File: src/rtl/bpa_pkg.sv
`timescale 1ns / 1ps
// ============================================================================
// Bitmap page allocator package
// Shared sizes, codes, word types and the controller/datapath interface.
// ============================================================================
package bpa_pkg;

    // Pool and memory geometry.
    localparam int POOL_PAGES  = 4096;
    localparam int PAGE_BYTES  = 4096;
    localparam int WORD_BITS   = 32;
    localparam int ROWS        = POOL_PAGES / WORD_BITS;
    localparam int ROW_W       = $clog2(ROWS);
    localparam int BIT_W       = $clog2(WORD_BITS);
    localparam int PAGE_W      = ROW_W + BIT_W;
    localparam int LEN_W       = PAGE_W + 1;
    localparam int PAGE_SH     = $clog2(PAGE_BYTES);

    // The virtual run scan looks at one chunk of a row per cycle, pausing to read each new row.
    localparam int CHUNK_BITS  = 8;
    localparam int CHUNKS      = WORD_BITS / CHUNK_BITS;
    localparam int CHUNK_W     = $clog2(CHUNKS);
    localparam int CHUNK_IDX_W = $clog2(CHUNK_BITS);

    // Field and register widths.
    localparam int ADDR_W      = 32;
    localparam int COUNT_W     = 12;
    localparam int CNT_W       = 13;
    localparam int CFG_IDX_W   = 3;
    localparam int CFG_DATA_W  = 32;

    // Register indexes.
    localparam logic [CFG_IDX_W-1:0] REG_VIRT_BASE   = 3'd0;
    localparam logic [CFG_IDX_W-1:0] REG_KERN_BASE   = 3'd1;
    localparam logic [CFG_IDX_W-1:0] REG_USER_BASE   = 3'd2;
    localparam logic [CFG_IDX_W-1:0] REG_KERN_PAGES  = 3'd3;
    localparam logic [CFG_IDX_W-1:0] REG_USER_PAGES  = 3'd4;

    // Register reset values.
    localparam logic [ADDR_W-1:0] VIRT_BASE_RST = 32'hC010_0000;
    localparam logic [ADDR_W-1:0] PHYS_BASE_RST = 32'h0020_0000;

    // Request codes.
    localparam logic OP_VIRT     = 1'b0;
    localparam logic OP_PHYS     = 1'b1;
    localparam logic POOL_KERNEL = 1'b0;
    localparam logic POOL_USER   = 1'b1;

    typedef struct packed {
        logic               op;
        logic               pool;
        logic [COUNT_W-1:0] count;
    } t_in_word;

    typedef struct packed {
        logic              ok;
        logic [ADDR_W-1:0] address;
    } t_out_word;

    // Commands from the controller to the datapath.
    typedef struct packed {
        logic take;
        logic fail;
        logic scan_rd;
        logic scan_chk;
        logic mark_rd;
        logic mark_wr;
        logic load_out;
    } t_cmd;

    // Status from the datapath to the controller.
    typedef struct packed {
        logic bad;
        logic phys;
        logic hit;
        logic last;
        logic chunk_last;
        logic mark_last;
        logic out_free;
    } t_status;

endpackage

File: src/rtl/bpa_ctrl.sv
`timescale 1ns / 1ps
// ============================================================================
// Bitmap page allocator controller
// Sequences one request through check, scan, mark and result hand-off.
// ============================================================================
module bpa_ctrl (
    input  logic               i_clk,
    input  logic               i_rst_n,
    input  logic               i_in_valid,
    output logic               o_in_stall,
    input  bpa_pkg::t_status   i_status,
    output bpa_pkg::t_cmd      o_cmd
);

    typedef enum logic [7:0] {
        S_IDLE     = 8'b0000_0001,
        S_CHECK    = 8'b0000_0010,
        S_SCAN_RD  = 8'b0000_0100,
        S_SCAN_CHK = 8'b0000_1000,
        S_MARK_RD  = 8'b0001_0000,
        S_MARK_WR  = 8'b0010_0000,
        S_DONE     = 8'b0100_0000
    } t_state;

    t_state r_state;
    t_state n_state;

    always_comb begin
        n_state = r_state;
        o_cmd   = '0;
        unique case (r_state)
            S_IDLE: begin
                if (i_in_valid) begin
                    o_cmd.take = 1'b1;
                    n_state    = S_CHECK;
                end
            end
            S_CHECK: begin
                if (i_status.bad) begin
                    o_cmd.fail = 1'b1;
                    n_state    = S_DONE;
                end else begin
                    n_state = S_SCAN_RD;
                end
            end
            S_SCAN_RD: begin
                o_cmd.scan_rd = 1'b1;
                n_state       = S_SCAN_CHK;
            end
            S_SCAN_CHK: begin
                o_cmd.scan_chk = 1'b1;
                if (i_status.hit) begin
                    n_state = S_MARK_RD;
                end else if (i_status.last) begin
                    o_cmd.fail = 1'b1;
                    n_state    = S_DONE;
                end else if (i_status.phys || i_status.chunk_last) begin
                    n_state = S_SCAN_RD;
                end
            end
            S_MARK_RD: begin
                o_cmd.mark_rd = 1'b1;
                n_state       = S_MARK_WR;
            end
            S_MARK_WR: begin
                o_cmd.mark_wr = 1'b1;
                n_state       = i_status.mark_last ? S_DONE : S_MARK_RD;
            end
            S_DONE: begin
                if (i_status.out_free) begin
                    o_cmd.load_out = 1'b1;
                    n_state        = S_IDLE;
                end
            end
            default: begin
                n_state = S_IDLE;
            end
        endcase
    end

    always_ff @(posedge i_clk) begin
        if (!i_rst_n) begin
            r_state <= S_IDLE;
        end else begin
            r_state <= n_state;
        end
    end

    assign o_in_stall = (r_state != S_IDLE);

`ifndef SYNTHESIS
    a_done_holds: assert property (@(posedge i_clk) disable iff (!i_rst_n)
        (r_state == S_DONE && !i_status.out_free) |=> (r_state == S_DONE))
        else $error("result dropped while the output register was full");
`endif

endmodule

File: config.mk
export PLATFORM = sky130hd
export DESIGN_NAME = bpa_ctrl
export DESIGN_NICKNAME = d
export VERILOG_FILES = /design/src/rtl/bpa_pkg.sv /design/src/rtl/bpa_ctrl.sv
export SDC_FILE = /design/constraint.sdc
export NUM_CORES = 1
export LEC_CHECK = 0
export ABC_AREA = 1
export BUFFER_PORTS_ARGS = -buffer_cell sky130_fd_sc_hd__buf_2
export CAP_MARGIN = 20
export CORE_AREA = 2 2 39 41
export CTS_CLUSTER_DIAMETER = 80
export DETAILED_ROUTE_END_ITERATION = 10
export DIE_AREA = 0 0 41 43
export SYNTH_ARGS = -nofsm -noshare
export SYNTH_HDL_FRONTEND = slang
export SYNTH_SLANG_ARGS = --single-unit
File: constraint.sdc
create_clock -name i_clk -period 2.3 [get_ports i_clk]
set_clock_uncertainty 0.1 [all_clocks]
set_input_delay 0.69 -clock i_clk [delete_from_list [all_inputs] [get_ports i_clk]]
set_output_delay 0.69 -clock i_clk [all_outputs]
set_load 0.02 [all_outputs]
==> impl_metrics.json, run 1 <==
{
  "antenna_found_initial": 0,
  "ant_nets": 0,
  "hold_path_class": "flip-flop to flip-flop",
  "drt_wl_total_um": 983,
  "grt_use_total_pct": 14.7,
  "finalSetupTns_ps": 0,
  "yosysWarningCount": 0,
  "initial_core_util_pct": 36.8,
  "ys_ff_latch": 7,
  "stdcell_area_um2": 646,
  "drv_cap": 0,
  "vias": 510,
  "setup_viol": 0,
  "place_area_um2": 614,
  "insertion_delay_ps": 250,
  "synth.distinct_cells": 17,
  "top_register": "r_state",
  "pin_count": 18,
  "dp_hpwl_um": 828,
  "hold_slack_ps": 447,
  "critPathArrivalTime_ps": 1300,
  "worst_slack_ps": 206,
  "ys.flop_type": "dfxtp_1",
  "postCtsSetupRepairBufs": 0,
  "final_layout_size_suffix_gt1_share_pct": 37.1,
  "synth-edff-count": 0,
  "multiInputGateArea_um2": 329,
  "crit_type": "flip-flop to primary output",
  "layout.cells.non_filler": 113,
  "grt_max_degree": 6,
  "syn_nets": 86,
  "preCtsSetupSlack_ps": 294,
  "dp.cells": 109,
  "postSynthCellCount": 76,
  "wl_per_cell_um": 8.70,
  "synth_most_common_cell": "nand2_1",
  "clk_pin_slew_ps": 50,
  "cts_tree": "done",
  "min_period_ps": 2090,
  "nNetsFinal": 108,
  "max_slew_margin_pct": 84.6,
  "first_global_vias": 426,
  "gp_congestion": 0.760,
  "die-area_mm2": 0.00176,
  "status": "complete, no violations",
  "worstSetupStartpointType": "flip-flop",
  "max_freq_mhz": 478,
  "grt.overflow.total": 0,
  "timing.final.hold_violations": 0,
  "power_density_mw_per_mm2": 478,
  "die_w_um": 41,
  "ys_seq_area_share_pct": 27.5,
  "slew_violations": 0,
  "fill_cells": 147,
  "power_leakage_nw": 0.356,
  "worst_slew_pin_slew_ps": 229,
  "synth.top_cell.area_share_pct": 27.5,
  "dr.pass1.iters": 4,
  "synth_common_cells": "nand2_1 (16), nor2_1 (15), inv_1 (11)",
  "drc": 0,
  "cp-end-kind": "primary output",
  "clkSinkCount": 7,
  "syn2layout_area_growth_pct": 26.8,
  "seq_area_um2": 140,
  "port_buffers": 17,
  "synthTopCellsByArea": "dfxtp_1 (28%), nand2_1 (12%), nor2_1 (11%), nand2_4 (8.8%), inv_1 (8.1%)",
  "cp.required_ps": 1510,
  "postCtsHoldBufs": 0,
  "crit_fanout": 5,
  "cts_max_level": 1,
  "syn_area_per_cell_um2": 6.70,
  "fin_crit_sh_pct": 91.1,
  "rows": 14,
  "via_per_inst": 4.51,
  "cts_buffers": 3,
  "top_regs": "r_state (7)",
  "cts_root_buf": "clkbuf_4",
  "num_antenna_cells": 0,
  "ctsLongestPathBuffers": 2,
  "rsz0062_at_grt": "false",
  "peakVddDrop_mv": 0.246,
  "largest_reg_flops": 7,
  "synth_top_area_cell": "dfxtp_1",
  "async_flop_share_pct": 0,
  "coreArea_mm2": 0.00138,
  "grt_pass1_wl_um": 1640,
  "die_height_um": 43,
  "syn_area_um2": 509,
  "drtIter0Drc": 17
}
routing by layer:
metal  vias up  part of all wire [%]  track usage [%]
li1        273                     -                -
met1       222                    43             17.8
met2        13                    49             18.8
met3         2                   5.1             5.24
met4         0                   2.2             14.0
met5         -                     0                0
timing repair:
| item | in CTS | in global routing |
|---|---|---|
| resized for setup | 0 | 1 |
| endpoints found under the setup margin | 0 | 1 |
| hold endpoints to repair | 0 | 0 |
cell type report:
class                   instances  share of cell area [%]
clock buffers                   4                    4.07
multi-input cells              57                    51.0
inverters                      12                    6.98
well taps                      16                    3.10
repair buffers                 17                    13.2
flip-flops and latches          7                    21.7
cells by family (layout without fill, tap and decap cells):
group                  after synthesis  count (layout)  share of synthesized area (%)
DFF                                  7               7                           27.5
buffers and inverters               12              33                           8.84
and+or+nand+nor                     54              54                           60.2
AOI/OAI and AO/OA                    3               3                           3.44
metrics by stage:
stage | util (%) | power (W)
6_report | 46.7 | 0.000309
5_1_grt | 46.7 | 0.000329
4_1_cts | 46.3 | 0.000313
3_5_place_dp | 44.4 | 0.000201
3_3_place_gp | 44.4 | 0.000201
2_1_floorplan | - | 0.000181
power by group:
part / total, W / switching (W) / internal (W)
Clock: 0.000109 / 0.0000428 / 0.0000660
Combinational: 0.0000692 / 0.0000430 / 0.0000262
Sequential: 0.000131 / 0.00000470 / 0.000126
layout by cell type, fill, tap and decap left out, drive strengths merged, types with 4 or more instances in the layout:
master  instances
nor2           22
nand2          20
buf            17
inv            12
dfxtp           7
nand3           6
nor3            4
clkbuf          4
worst max-delay path, cell delays in order (launching register included):
cell and delay [ps]:
dfxtp_1 340, nor2_4 190, nand2_4 90, nor2_8 120, nand3b_2 90, nand2_1 60
buf_2 150
final timing paths:
path | start | end | slack, ps | cells past startpoint
max | r_state[0] | o_cmd[5] | 210 | 6
min | r_state[4] | r_state[5] | 450 | 2
max reg2reg | r_state[0] | r_state[0] | 1010 | 8
min reg2reg | r_state[4] | r_state[5] | 450 | 2
No activity file was read; power rests on OpenSTA's default activity.
==> inputs of run 2 (changes only) <==
clock period = 2.4 ns   (was 2.3 ns; I/O delays follow)
==> impl_metrics.json, run 2 (synthesis gave the netlist of run 1 again) <==
{
  "crit_fanout": 3,
  "slew_violations": 0,
  "ant_nets": 0,
  "die-area_mm2": 0.00176,
  "ctsLongestPathBuffers": 2,
  "cts-resized-gates": 0,
  "crit_start": "r_state[3]",
  "crit_type": "flip-flop to primary output",
  "layout.cells.non_filler": 113,
  "mostFrequentLayoutCells": "buf_2 (17), nand2_1 (16), nor2_1 (15)",
  "final_layout_size_suffix_gt1_share_pct": 36.1,
  "rrSetupSlack_ps": 1110,
  "cts_tree": "done",
  "syn2layout_area_growth_pct": 25.8,
  "power_leakage_nw": 0.356,
  "finalSetupTns_ps": 0,
  "insertion_delay_ps": 250,
  "dp_hpwl_um": 844,
  "multiInputGateArea_um2": 324,
  "cts_buffers": 3,
  "rows": 14,
  "fill_cells": 150,
  "die_w_um": 41,
  "whs_endpoint": "r_state[5]",
  "postCtsHoldBufs": 0,
  "fin_crit_sh_pct": 90.4,
  "reg2reg_to": "r_state[0]",
  "setup_viol": 0,
  "drt_wl_total_um": 1000,
  "peakVddDrop_mv": 0.191,
  "grt_max_degree": 6,
  "top_regs": "r_state (7)",
  "worstSetupStartpointType": "flip-flop",
  "timing.final.hold_violations": 0,
  "rsz0062_at_grt": "false",
  "postCtsSetupRepairBufs": 0,
  "grt.overflow.total": 0,
  "min_path_cells": 2,
  "cts_max_level": 1,
  "clk_pin_slew_ps": 50,
  "reg2reg_depth": 8,
  "seq_area_um2": 140,
  "dp.cells": 109,
  "drc": 0,
  "num_antenna_cells": 0,
  "coreArea_mm2": 0.00138,
  "gp_congestion": 0.762,
  "worst_slew_pin_slew_ps": 279,
  "grt_pass1_wl_um": 1700,
  "wl_per_cell_um": 8.86,
  "min_period_ps": 2170,
  "first_global_vias": 453,
  "cp.required_ps": 1580,
  "critPathArrivalTime_ps": 1350,
  "layout_commonest_cell": "buf_2",
  "pin_count": 18,
  "grt_use_total_pct": 14.6,
  "clkSinkCount": 7,
  "initial_core_util_pct": 36.8,
  "top_register": "r_state",
  "max_freq_mhz": 461,
  "antenna_found_initial": 0,
  "nNetsFinal": 108,
  "worstReg2RegStart": "r_state[0]",
  "vias": 516,
  "via_per_inst": 4.57,
  "drtIter0Drc": 6,
  "hold_path_class": "flip-flop to flip-flop",
  "status": "complete, no violations",
  "cts_root_buf": "clkbuf_4",
  "power_density_mw_per_mm2": 460,
  "cp-end-kind": "primary output",
  "max_slew_margin_pct": 81.2,
  "dr.pass1.iters": 4,
  "largest_reg_flops": 7,
  "min_from": "r_state[4]",
  "die_height_um": 43,
  "drv_cap": 0,
  "port_buffers": 17
}
[run 2: cell counts in the layout (fill, tap and decap cells not counted)]
No cell type changed its count.
[run 2: where the power goes]
group / switching, W / internal (W)
clock network: 0.0000411 / 0.0000633
registers: 0.00000439 / 0.000121
logic: 0.0000405 / 0.0000249
total: 0.0000860 / 0.000209
[run 2: how the worst max path moves through the flow]
stage	cells past startpoint	end	slack (ps)
floorplan	5	o_cmd[6]	450
global placement	4	o_cmd[5]	350
detailed placement	4	o_cmd[5]	340
CTS	6	o_cmd[5]	240
global route	6	o_cmd[5]	80
finish	6	o_cmd[5]	230
[run 2: critical path: stages, from the launching register on]
cell and delay [ps]:
dfxtp_1 320, inv_1 80, nand2_1 70, nor3_1 230
nand3_1 150, nand2_1 90, buf_2 150
[run 2: area by class of cell]
| cell class | count | area share (%) |
|---|---|---|
| flip-flops and latches | 7 | 21.9 |
| clock buffers | 4 | 4.10 |
| inverters | 12 | 7.03 |
| well taps | 16 | 3.13 |
| repair buffers | 17 | 13.3 |
| multi-input cells | 57 | 50.6 |
[run 2: metal layers]
metal	part of all wire, %	vias up	track usage [%]
li1	-	274	-
met5	0	-	0
met2	48	15	20.3
met4	2.5	0	12.0
met3	4.3	4	4.71
met1	45	223	17.2
[run 2: through the flow]
step	setup WS, ps	total power, W	util (%)	cell area (um2)	hold slack (ps)
final	231	0.000295	46.3	641	456
after floorplan	450	0.000174	-	509	405
after global routing	80.7	0.000312	46.3	641	487
after detailed placement	337	0.000193	44.4	614	444
after global placement	345	0.000192	44.4	614	433
after CTS	239	0.000299	46.3	641	451
==> inputs of run 3 (changes only) <==
CTS_BUF_LIST = sky130_fd_sc_hd__clkbuf_16   (was default)
==> impl_metrics.json, run 3 (synthesis gave the netlist of run 1 again) <==
{
  "drc": 0,
  "final_layout_size_suffix_gt1_share_pct": 36.1,
  "ant_nets": 0,
  "slew_violations": 0,
  "cp.required_ps": 1580,
  "num_antenna_cells": 0,
  "postCtsHoldBufs": 0,
  "whs_endpoint": "r_state[5]",
  "cts_tree": "done",
  "wl_per_cell_um": 8.90,
  "dp_hpwl_um": 844,
  "top_register": "r_state",
  "clkPwrFrac_pct": 58.9,
  "critPathSlowestCell": "dfxtp_1",
  "gp_congestion": 0.762,
  "cts_max_level": 1,
  "die-area_mm2": 0.00176,
  "peakVddDrop_mv": 0.348,
  "cts_buffers": 3,
  "crit_path_frequent_cell": "nand2_1",
  "clkSinkCount": 7,
  "drtIter0Drc": 7,
  "grt_pass1_wl_um": 1700,
  "hold_slack_ps": 453,
  "drv_cap": 0,
  "finalSetupTns_ps": 0,
  "via_per_inst": 4.46,
  "min_period_ps": 2140,
  "rows": 14,
  "mostFrequentLayoutCells": "buf_2 (17), nand2_1 (16), nor2_1 (15)",
  "critical-path-top-delay-family": "simple AND/OR/NAND/NOR gates",
  "timing.final.hold_violations": 0,
  "cts_root_buf": "clkbuf_16",
  "top_regs": "r_state (7)",
  "cp.buffers_inverters": 2,
  "postCtsSetupRepairBufs": 0,
  "reg2reg_depth": 8,
  "power_density_mw_per_mm2": 671,
  "p_int_w": 0.000362,
  "first_global_vias": 459,
  "vias": 504,
  "pin_count": 18,
  "layout_commonest_cell": "buf_2",
  "nNetsFinal": 108,
  "grt.overflow.total": 0,
  "min_path_cells": 2,
  "share_comb_of_total_power_pct": 14.1,
  "max_slew_margin_pct": 81.5,
  "syn2layout_area_growth_pct": 36.1,
  "min_from": "r_state[4]",
  "power_leakage_nw": 0.383,
  "die_height_um": 43,
  "grt_max_degree": 6,
  "rrSetupSlack_ps": 1110,
  "max_stage_delay_ps": 310,
  "insertion_delay_ps": 230,
  "power_switching_w": 0.000103,
  "critPathArrivalTime_ps": 1320,
  "power.total_w": 0.000465,
  "ctsLongestPathBuffers": 2,
  "rsz0062_at_grt": "false",
  "coreArea_mm2": 0.00138,
  "cts-resized-gates": 0,
  "path_cells": "inv_1 > nand2_1 > nor3_1 > nand3_1 > nand2_1 > buf_2",
  "initial_core_util_pct": 36.8,
  "dr.pass1.iters": 4,
  "cp-end-kind": "primary output",
  "crit_type": "flip-flop to primary output",
  "worstReg2RegStart": "r_state[0]",
  "p_seq_share_pct": 27.0,
  "grt_use_total_pct": 14.2,
  "worstSetupStartpointType": "flip-flop",
  "clk_pin_slew_ps": 40,
  "status": "complete, no violations",
  "max_freq_mhz": 468,
  "port_buffers": 17,
  "antenna_found_initial": 0,
  "hold_path_class": "flip-flop to flip-flop",
  "setup_viol": 0,
  "switching_share_pct": 22.2,
  "drt_wl_total_um": 1010,
  "fin_crit_sh_pct": 89.0,
  "reg2reg_to": "r_state[0]",
  "worst_slew_pin_slew_ps": 275,
  "crit_fanout": 3,
  "largest_reg_flops": 7,
  "die_w_um": 41
}
[run 3: changes by cell type in the layout (fill, tap and decap cells not counted)]
| cell | previous run | this run |
|---|---|---|
| clkbuf_1 | 1 | 0 |
| clkbuf_16 | 0 | 3 |
| clkbuf_4 | 3 | 0 |
| inv_1 | 11 | 12 |
[run 3: area by class of cell]
| cell class | instances | area (um2) |
|---|---|---|
| inverter | 12 | 45.0 |
| timing repair buffer | 17 | 85.1 |
| tap | 16 | 20.0 |
| clock inverter | 1 | 3.75 |
| sequential | 7 | 140 |
| multi-input combinational | 57 | 324 |
| clock buffer | 3 | 75.1 |
| fill | 137 | 691 |
[run 3: through the flow]
| stage | setup WS, ps | cell area, um2 | utilization (%) | std cells |
|---|---|---|---|---|
| 5_1_grt | 114 | 693 | 50.1 | 113 |
| 3_5_place_dp | 337 | 614 | 44.4 | 109 |
| 6_report | 263 | 693 | 50.1 | 113 |
| 3_3_place_gp | 345 | 614 | 44.4 | 109 |
| 2_1_floorplan | 450 | 509 | - | 76 |
| 4_1_cts | 270 | 693 | 50.1 | 113 |
[run 3: power groups by stage]
stage	clock network (W)	registers, W	logic [W]
6_report	0.000274	0.000126	0.0000654
5_1_grt	0.000281	0.000126	0.0000734
4_1_cts	0.000276	0.000126	0.0000661
3_5_place_dp	0	0.000127	0.0000660
3_3_place_gp	0	0.000127	0.0000654
2_1_floorplan	0	0.000127	0.0000469
[run 3: worst max path at each step]
stage	from	cells after the start	endpoint	slack [ps]
final	r_state[3]	6	o_cmd[5]	260
after CTS	r_state[3]	6	o_cmd[5]	270
after floorplan	r_state[5]	5	o_cmd[6]	450
after global placement	i_status[4]	4	o_cmd[5]	350
after global routing	r_state[2]	6	o_cmd[5]	110
after detailed placement	i_status[4]	4	o_cmd[5]	340
[run 3: worst reg2reg max path: stages, from the launching register on]
cell and delay [ps]:
dfxtp_1 330, nor2_4 190, nand2_1 80, nor2_1 190
nor2_1 70, nand2_1 60, nor2_1 40, nand2_1 60
nand3_2 50
[run 3: layer usage]
metal | track usage [%] | wire (um) | vias to the layer above
li1 | - | - | 273
met1 | 17.2 | 462 | 218
met2 | 20.9 | 489 | 11
met3 | 3.14 | 35 | 2
met4 | 10.0 | 19 | 0
met5 | 0 | 0 | -
